## src/hw/rtl/per_resource_fifo_edf_waitlist_arbiter_top_defines.svh

```systemverilog
// Assertion macros for the waiting-list arbiter.
// Included by the top level; no other dependencies.
`ifndef PER_RESOURCE_FIFO_EDF_WAITLIST_ARBITER_TOP_DEFINES_SVH
`define PER_RESOURCE_FIFO_EDF_WAITLIST_ARBITER_TOP_DEFINES_SVH

// Antecedent implies consequent on the same edge.
`define ASSERT_IMPLY(label, clk, rst, ante, cons) \
   label: assert property (@(posedge clk) disable iff (rst) (ante) |-> (cons)) \
      else $error("assertion failed");

// Antecedent implies consequent on the next edge.
`define ASSERT_NEXT(label, clk, rst, ante, cons) \
   label: assert property (@(posedge clk) disable iff (rst) (ante) |=> (cons)) \
      else $error("assertion failed");

`endif

```

## src/hw/rtl/wla_pkg.sv

```systemverilog
// Shared types and constants for the waiting-list arbiter.
// No dependencies.
`default_nettype none
package wla_pkg;
   localparam int NumResources = 64;
   localparam int ListDepth    = 64;
   localparam int ResW   = 6;
   localparam int PosW   = 6;
   localparam int CntW   = 7;
   localparam int AddrW  = ResW + PosW;
   localparam int EntryW = 6 + 32 + 32;

   localparam logic [1:0] CMD_ADD    = 2'd0;
   localparam logic [1:0] CMD_REMOVE = 2'd1;
   localparam logic [1:0] CMD_QUERY  = 2'd2;

   localparam logic [1:0] ST_OK      = 2'd0;
   localparam logic [1:0] ST_FULL    = 2'd1;
   localparam logic [1:0] ST_MISSING = 2'd2;

   // controller -> datapath commands
   typedef struct packed {
      logic          load;      // capture request, read length
      logic          rd_en;     // issue entry read
      logic [PosW-1:0] rd_pos;
      logic          wr_en;
      logic          wr_from_req; // write request payload (else last read data)
      logic [PosW-1:0] wr_pos;
      logic          len_wr;
      logic [CntW-1:0] len_val;
      logic          scan_first; // compare data is at position 0
      logic          scan_step;  // compare data is valid
      logic          out_load;
      logic [1:0]    out_status;
      logic          out_query;
   } wla_cmd_type;

   // datapath -> controller status
   typedef struct packed {
      logic [1:0]      cmd;
      logic [CntW-1:0] len;
      logic            id_match;   // read data requester equals request
   } wla_sts_type;
endpackage
`default_nettype wire

```

## src/hw/rtl/wla_ctrl.sv

```systemverilog
// Controller: sequences add, remove (search and compact) and query scan.
// Depends on wla_pkg.
`default_nettype none
module wla_ctrl import wla_pkg::*; (
   input  wire logic   clock,
   input  wire logic   reset,
   input  wire logic   req_valid,
   output logic        req_stall,
   output logic        rsp_valid,
   input  wire logic   rsp_stall,
   input  wire wla_sts_type sts,
   output wla_cmd_type cmd
);
   typedef enum logic [2:0] {
      S_IDLE, S_DECODE, S_SEARCH, S_SHIFT, S_SCAN, S_RESULT
   } state_type;

   state_type state_ff, state_in;
   logic [CntW-1:0] pos_ff, pos_in;   // read position of data arriving now
   logic [CntW-1:0] rlen_ff, rlen_in; // result count
   logic [1:0] rst_ff, rst_in;        // result status
   logic qry_ff, qry_in;
   logic rsp_valid_ff, rsp_valid_in;
   logic [CntW-1:0] nxt;

   assign req_stall = (state_ff != S_IDLE);
   assign rsp_valid = rsp_valid_ff;
   assign nxt = pos_ff + 7'd1;

   always_comb begin
      state_in = state_ff;
      pos_in = pos_ff;
      rlen_in = rlen_ff;
      rst_in = rst_ff;
      qry_in = qry_ff;
      rsp_valid_in = rsp_valid_ff && rsp_stall;
      cmd = '0;
      cmd.len_val = rlen_ff;
      cmd.out_status = rst_ff;
      cmd.out_query = qry_ff;
      unique case (state_ff)
         S_IDLE: begin
            if (req_valid) begin
               cmd.load = 1'b1;
               state_in = S_DECODE;
            end
         end
         S_DECODE: begin
            rst_in = ST_OK;
            qry_in = 1'b0;
            rlen_in = sts.len;
            pos_in = '0;
            unique case (sts.cmd)
               CMD_ADD: begin
                  if (sts.len >= CntW'(ListDepth)) begin
                     rst_in = ST_FULL;
                  end else begin
                     cmd.wr_en = 1'b1;
                     cmd.wr_from_req = 1'b1;
                     cmd.wr_pos = sts.len[PosW-1:0];
                     rlen_in = sts.len + 7'd1;
                  end
                  state_in = S_RESULT;
               end
               CMD_REMOVE: begin
                  if (sts.len == '0) begin
                     rst_in = ST_MISSING;
                     state_in = S_RESULT;
                  end else begin
                     cmd.rd_en = 1'b1;
                     state_in = S_SEARCH;
                  end
               end
               CMD_QUERY: begin
                  if (sts.len == '0) begin
                     state_in = S_RESULT;
                  end else begin
                     cmd.rd_en = 1'b1;
                     qry_in = 1'b1;
                     state_in = S_SCAN;
                  end
               end
               default: state_in = S_RESULT;
            endcase
         end
         S_SEARCH: begin
            // data of pos_ff is on the read port
            if (sts.id_match) begin
               if (nxt >= rlen_ff) begin
                  rlen_in = rlen_ff - 7'd1;
                  state_in = S_RESULT;
               end else begin
                  cmd.rd_en = 1'b1;
                  cmd.rd_pos = nxt[PosW-1:0];
                  pos_in = nxt;
                  state_in = S_SHIFT;
               end
            end else if (nxt >= rlen_ff) begin
               rst_in = ST_MISSING;
               state_in = S_RESULT;
            end else begin
               cmd.rd_en = 1'b1;
               cmd.rd_pos = nxt[PosW-1:0];
               pos_in = nxt;
            end
         end
         S_SHIFT: begin
            // move entry pos_ff down one place
            cmd.wr_en = 1'b1;
            cmd.wr_pos = 6'(pos_ff - 7'd1);
            if (nxt >= rlen_ff) begin
               rlen_in = rlen_ff - 7'd1;
               state_in = S_RESULT;
            end else begin
               cmd.rd_en = 1'b1;
               cmd.rd_pos = nxt[PosW-1:0];
               pos_in = nxt;
            end
         end
         S_SCAN: begin
            cmd.scan_step = 1'b1;
            cmd.scan_first = (pos_ff == '0);
            if (nxt >= rlen_ff) begin
               state_in = S_RESULT;
            end else begin
               cmd.rd_en = 1'b1;
               cmd.rd_pos = nxt[PosW-1:0];
               pos_in = nxt;
            end
         end
         S_RESULT: begin
            if (!rsp_valid_ff || !rsp_stall) begin
               cmd.out_load = 1'b1;
               cmd.len_wr = 1'b1;
               rsp_valid_in = 1'b1;
               state_in = S_IDLE;
            end
         end
         default: state_in = S_IDLE;
      endcase
   end

   always_ff @(posedge clock) begin
      if (reset) begin
         state_ff <= S_IDLE;
         pos_ff <= '0;
         rlen_ff <= '0;
         rst_ff <= ST_OK;
         qry_ff <= 1'b0;
         rsp_valid_ff <= 1'b0;
      end else begin
         state_ff <= state_in;
         pos_ff <= pos_in;
         rlen_ff <= rlen_in;
         rst_ff <= rst_in;
         qry_ff <= qry_in;
         rsp_valid_ff <= rsp_valid_in;
      end
   end
endmodule
`default_nettype wire

```

## config.mk

```make
export PLATFORM = sky130hd
export DESIGN_NAME = wla_ctrl
export DESIGN_NICKNAME = d
export VERILOG_FILES = /design/src/hw/rtl/per_resource_fifo_edf_waitlist_arbiter_top_defines.svh /design/src/hw/rtl/wla_pkg.sv /design/src/hw/rtl/wla_ctrl.sv
export SDC_FILE = /design/constraint.sdc
export NUM_CORES = 1
export LEC_CHECK = 0
export ABC_AREA = 1
export BUFFER_PORTS_ARGS = -buffer_cell sky130_fd_sc_hd__buf_2
export CAP_MARGIN = 15
export CORE_AREA = 2 2 67 69
export DETAILED_ROUTE_END_ITERATION = 8
export DIE_AREA = 0 0 69 71
export GPL_TIMING_DRIVEN = 0
export PLACE_DENSITY = 0.72
export REMOVE_ABC_BUFFERS = 1
export SETUP_SLACK_MARGIN = 0.4
export SYNTH_ARGS = -nofsm -noshare
export SYNTH_HDL_FRONTEND = slang
export SYNTH_SLANG_ARGS = --single-unit
```

## constraint.sdc

```tcl
create_clock -name clock -period 3.7 [get_ports clock]
set_input_delay 0.925 -clock clock [delete_from_list [all_inputs] [get_ports clock]]
set_output_delay 0.925 -clock clock [all_outputs]
set_load 0.01 [all_outputs]
```

==> results.toml <==
[cts]
ctsLongestPathBuffers = 2
clk_latency_ps = 260
post_cts_hold_buffer_count = 0
cts_buffers = 3
clk_pin_slew_worst_paths_ps = 80
clock_tree_from_tritoncts = "yes"
cts.sink_count = 21
cts_htree_levels = 1
clk_root_buf = "sky130_fd_sc_hd__clkbuf_8"

[worst_setup_path]
critPathMostFrequentCell = "sky130_fd_sc_hd__nand2_2"
worstPathCellList = "buf_4 > nand3_4 > nor3_4 > xor2_2 > ha_1 > nand2_2 > inv_1 > a21oi_2 > nand2_2 > inv_4 > nand2_8 > nor2_2 > buf_2"
critPathMaxFanout = 7
critPathRequiredTime_ps = 2770
rrSetupSlack_ps = 1180
timing.critical_path.slowest_stage_cell = "sky130_fd_sc_hd__dfxtp_2"
worstPathArrival_ps = 2270
timing.reg2reg.worst_path_depth = 17
path_buf_inv = 4
cp_top_family = "simple AND/OR/NAND/NOR gates"
cpPeakStageDelay_ps = 350
critPathCaptureType = "output port"
worstSetupPathType = "reg -> out"
r2r_path_end = "pos_ff[4]"
worst_r2r_startpoint = "pos_ff[1]"
worstSetupStartpointType = "flop"

[worst_hold_path]
whs_endpoint = "qry_ff"
hold_start = "qry_ff"
cell_count_of_the_worst_hold_path = 2
holdCritPathClass = "reg -> reg"

[floorplanning]
ios = 46
die_w_um = 69
floorplan.initialDensity_pct = 47.4
core-area_um2 = 4200
die_area_um2 = 4900
row_count = 24
floorplan.die.height_um = 71

[timing]
final-max-slew-violation-count = 0
fin_hold_ws_ps = 473
period_share_pct = 86.3
fmaxAchievable_mhz = 313
final_count_of_negative_setup_slack_endpoints = 0
finClkSkew_ps = 4.31
finalHoldViolCount = 0
final.setup.tns_ps = 0
tightestPinTransition_ps = 534
worst_slew_margin_rel_pct = 64.4
unrepaired_setup_endpoints_after_global_routing = "yes"
fin_crit_ps = 3190

[drt]
remaining_drc_errors = 0
route.detailed.vias_per_inst = 5.14
routedWlPerCell_um = 13.0
dr_total_vias = 2173
wirelength_um = 5510
drtPass1Iterations = 4
drt_iter0_markers = 142
detail-route-antenna-nets = 0

[yosys]
fraction_of_the_mapped_netlist_area_in_compound_gates_pct = 11.5
postSynthAreaPerCell_um2 = 6.23
synthArstFlopShare_pct = 0
synth_warnings = 0
synth_cell_type_count = 33
post_synth_xor_area_fraction_pct = 3.51
synth_adder_area_share_pct = 10.7
ys_ff_latch = 21
post_synth_and_or_nand_nor_area_fraction_pct = 39.9
synthDominantAreaCellType = "sky130_fd_sc_hd__dfxtp_1"
yosys-top-cells-area = "sky130_fd_sc_hd__dfxtp_1 21%, sky130_fd_sc_hd__nand2_1 14%, sky130_fd_sc_hd__ha_1 11%"
mappedNetlistArea_um2 = 1990
synth-seq-area-share_pct = 21.1
postSynthCellCount = 320
synth_top_family_by_area = "simple AND/OR/NAND/NOR gates"
dominantRegCellSynth = "sky130_fd_sc_hd__dfxtp_1"
muxShareOfSynthArea_pct = 0.502
yosysMostFrequentCell = "sky130_fd_sc_hd__nand2_1"
synth_largest_type_area_fraction_pct = 21.1
synth.cells.most_frequent = "76 x sky130_fd_sc_hd__nand2_1, 46 x sky130_fd_sc_hd__inv_1, 36 x sky130_fd_sc_hd__nand3_1, 34 x sky130_fd_sc_hd__nor2_1"
synth_edf_count = 0

[status]
status = "completed"

[finish]
signed_area_change_from_the_synthesized_netlist_to_the_final_layout_pct = 24.1
num-fill-cells = 444
drive_above_1_share_pct = 27.2
final_net_count = 403
antenna_cells = 0

[power_and_ir_drop]
ir_worst_vdd_v = 0.000402
pwr-share-seq_pct = 21.5
power_report.internal_total_w = 0.000929
power_density_nw_per_um2 = 794
clock_power_share_pct = 8.1
p_comb_share_pct = 70.4
p_switching_w = 0.00104
power.static_leakage_nw = 1.32
swShare_pct = 52.7

[global_route]
number_of_antenna_violations_at_the_first_check_in_global_routing = 0
grt_pass1_wl_um = 8930
grt.total_usage_pct = 22.1
grt_pass1_vias = 2003
globalRouteOverflowTotal = 0
grt_max_degree = 16

[job]
max_cap_violations = 0

[placement]
gp_congestion = 0.868
placement.io_buffers = 45
hpwl_um = 3970
## state kept, by name (all words and copies together) (netlist names)
name,count
qry_ff,1
rlen_ff,7
rst_ff,2
rsp_valid,1
state_ff,3
pos_ff,7
## tightest hold or removal path, cell delays in order, from the launching register on
cell and delay [ps]:
sky130_fd_sc_hd__dfxtp_1 320, sky130_fd_sc_hd__nand2_1 60, sky130_fd_sc_hd__a21oi_1 60
## how the worst max path moves through the flow
stage / slack, ps / from / endpoint / depth (start not counted)
global route: 380 / pos_ff[1] / cmd[27] / 13
floorplan: 740 / pos_ff[0] / cmd[22] / 14
CTS: 400 / pos_ff[0] / cmd[24] / 15
detailed placement: 290 / pos_ff[0] / cmd[24] / 15
finish: 510 / pos_ff[1] / cmd[23] / 13
global placement: 300 / pos_ff[0] / cmd[23] / 15
## through the flow
stage,area (um2),util (%),total power (W),setup WS [ps],cells
2_1_floorplan,1930,-,0.00122,743,311
3_3_place_gp,2220,52.7,0.00148,298,408
3_5_place_dp,2220,52.7,0.00151,291,408
4_1_cts,2330,55.5,0.00181,405,417
5_1_grt,2470,58.9,0.00215,376,423
6_report,2470,58.9,0.00197,509,423
## metal layers
layer	GRT usage, %	up-vias	routed length [um]
li1	-	1130	-
met1	28.5	960	2520
met2	37.1	75	2640
met3	4.13	8	257
met4	7.84	0	97
met5	0	-	0
## logic make-up (layout without fill, tap and decap cells)
| logic type | Yosys count | after routing |
|---|---|---|
| AO/OA/AOI/OAI | 42 | 42 |
| XOR/XNOR | 8 | 8 |
| adder cells (fa/ha/maj) | 17 | 17 |
| buffers and inverters | 59 | 110 |
| flip-flops | 21 | 21 |
| multiplexers | 1 | 1 |
| AND/OR/NAND/NOR | 172 | 172 |
## cells in the final DEF (no fill, tap or decap), drive strengths merged
cell type / netlist / layout
a31oi: 1 / 1
xor2: 6 / 6
nand3: 38 / 38
buf: 7 / 56
mux2i: 1 / 1
and2: 2 / 2
o211ai: 1 / 1
o21ai: 13 / 13
or2: 2 / 2
inv: 50 / 50
o22ai: 4 / 4
xnor2: 2 / 2
nand2: 83 / 83
nor2: 36 / 36
dfxtp: 21 / 21
clkbuf: 2 / 4
ha: 17 / 17
a21oi: 22 / 22
nor3: 7 / 7
o32ai: 1 / 1
nand4: 4 / 4
## final cells by class
class	instances	area (um2)	area share, %
clock buffers	4	45.0	1.82
inverters	50	190	7.68
multi-input cells	240	1430	57.8
flip-flops and latches	21	429	17.3
well taps	52	65.1	2.63
repair buffers	56	315	12.7
## power by group through the flow
stage                     Clock, W  Sequential (W)  Combinational (W)
after global routing      0.000172        0.000433            0.00154
after detailed placement         0        0.000417            0.00109
after floorplan                  0        0.000410           0.000809
after global placement           0        0.000414            0.00107
final                     0.000158        0.000423            0.00138
after CTS                 0.000165        0.000409            0.00124
## timing repair
| action | 4_1_cts | 5_1_grt |
|---|---|---|
| setup endpoints to repair | 7 | 7 |
| pin swaps | 2 | 5 |
| buffers inserted | 5 | 6 |
| gates resized for setup | 12 | 19 |
(Power assumes the default switching activity.)
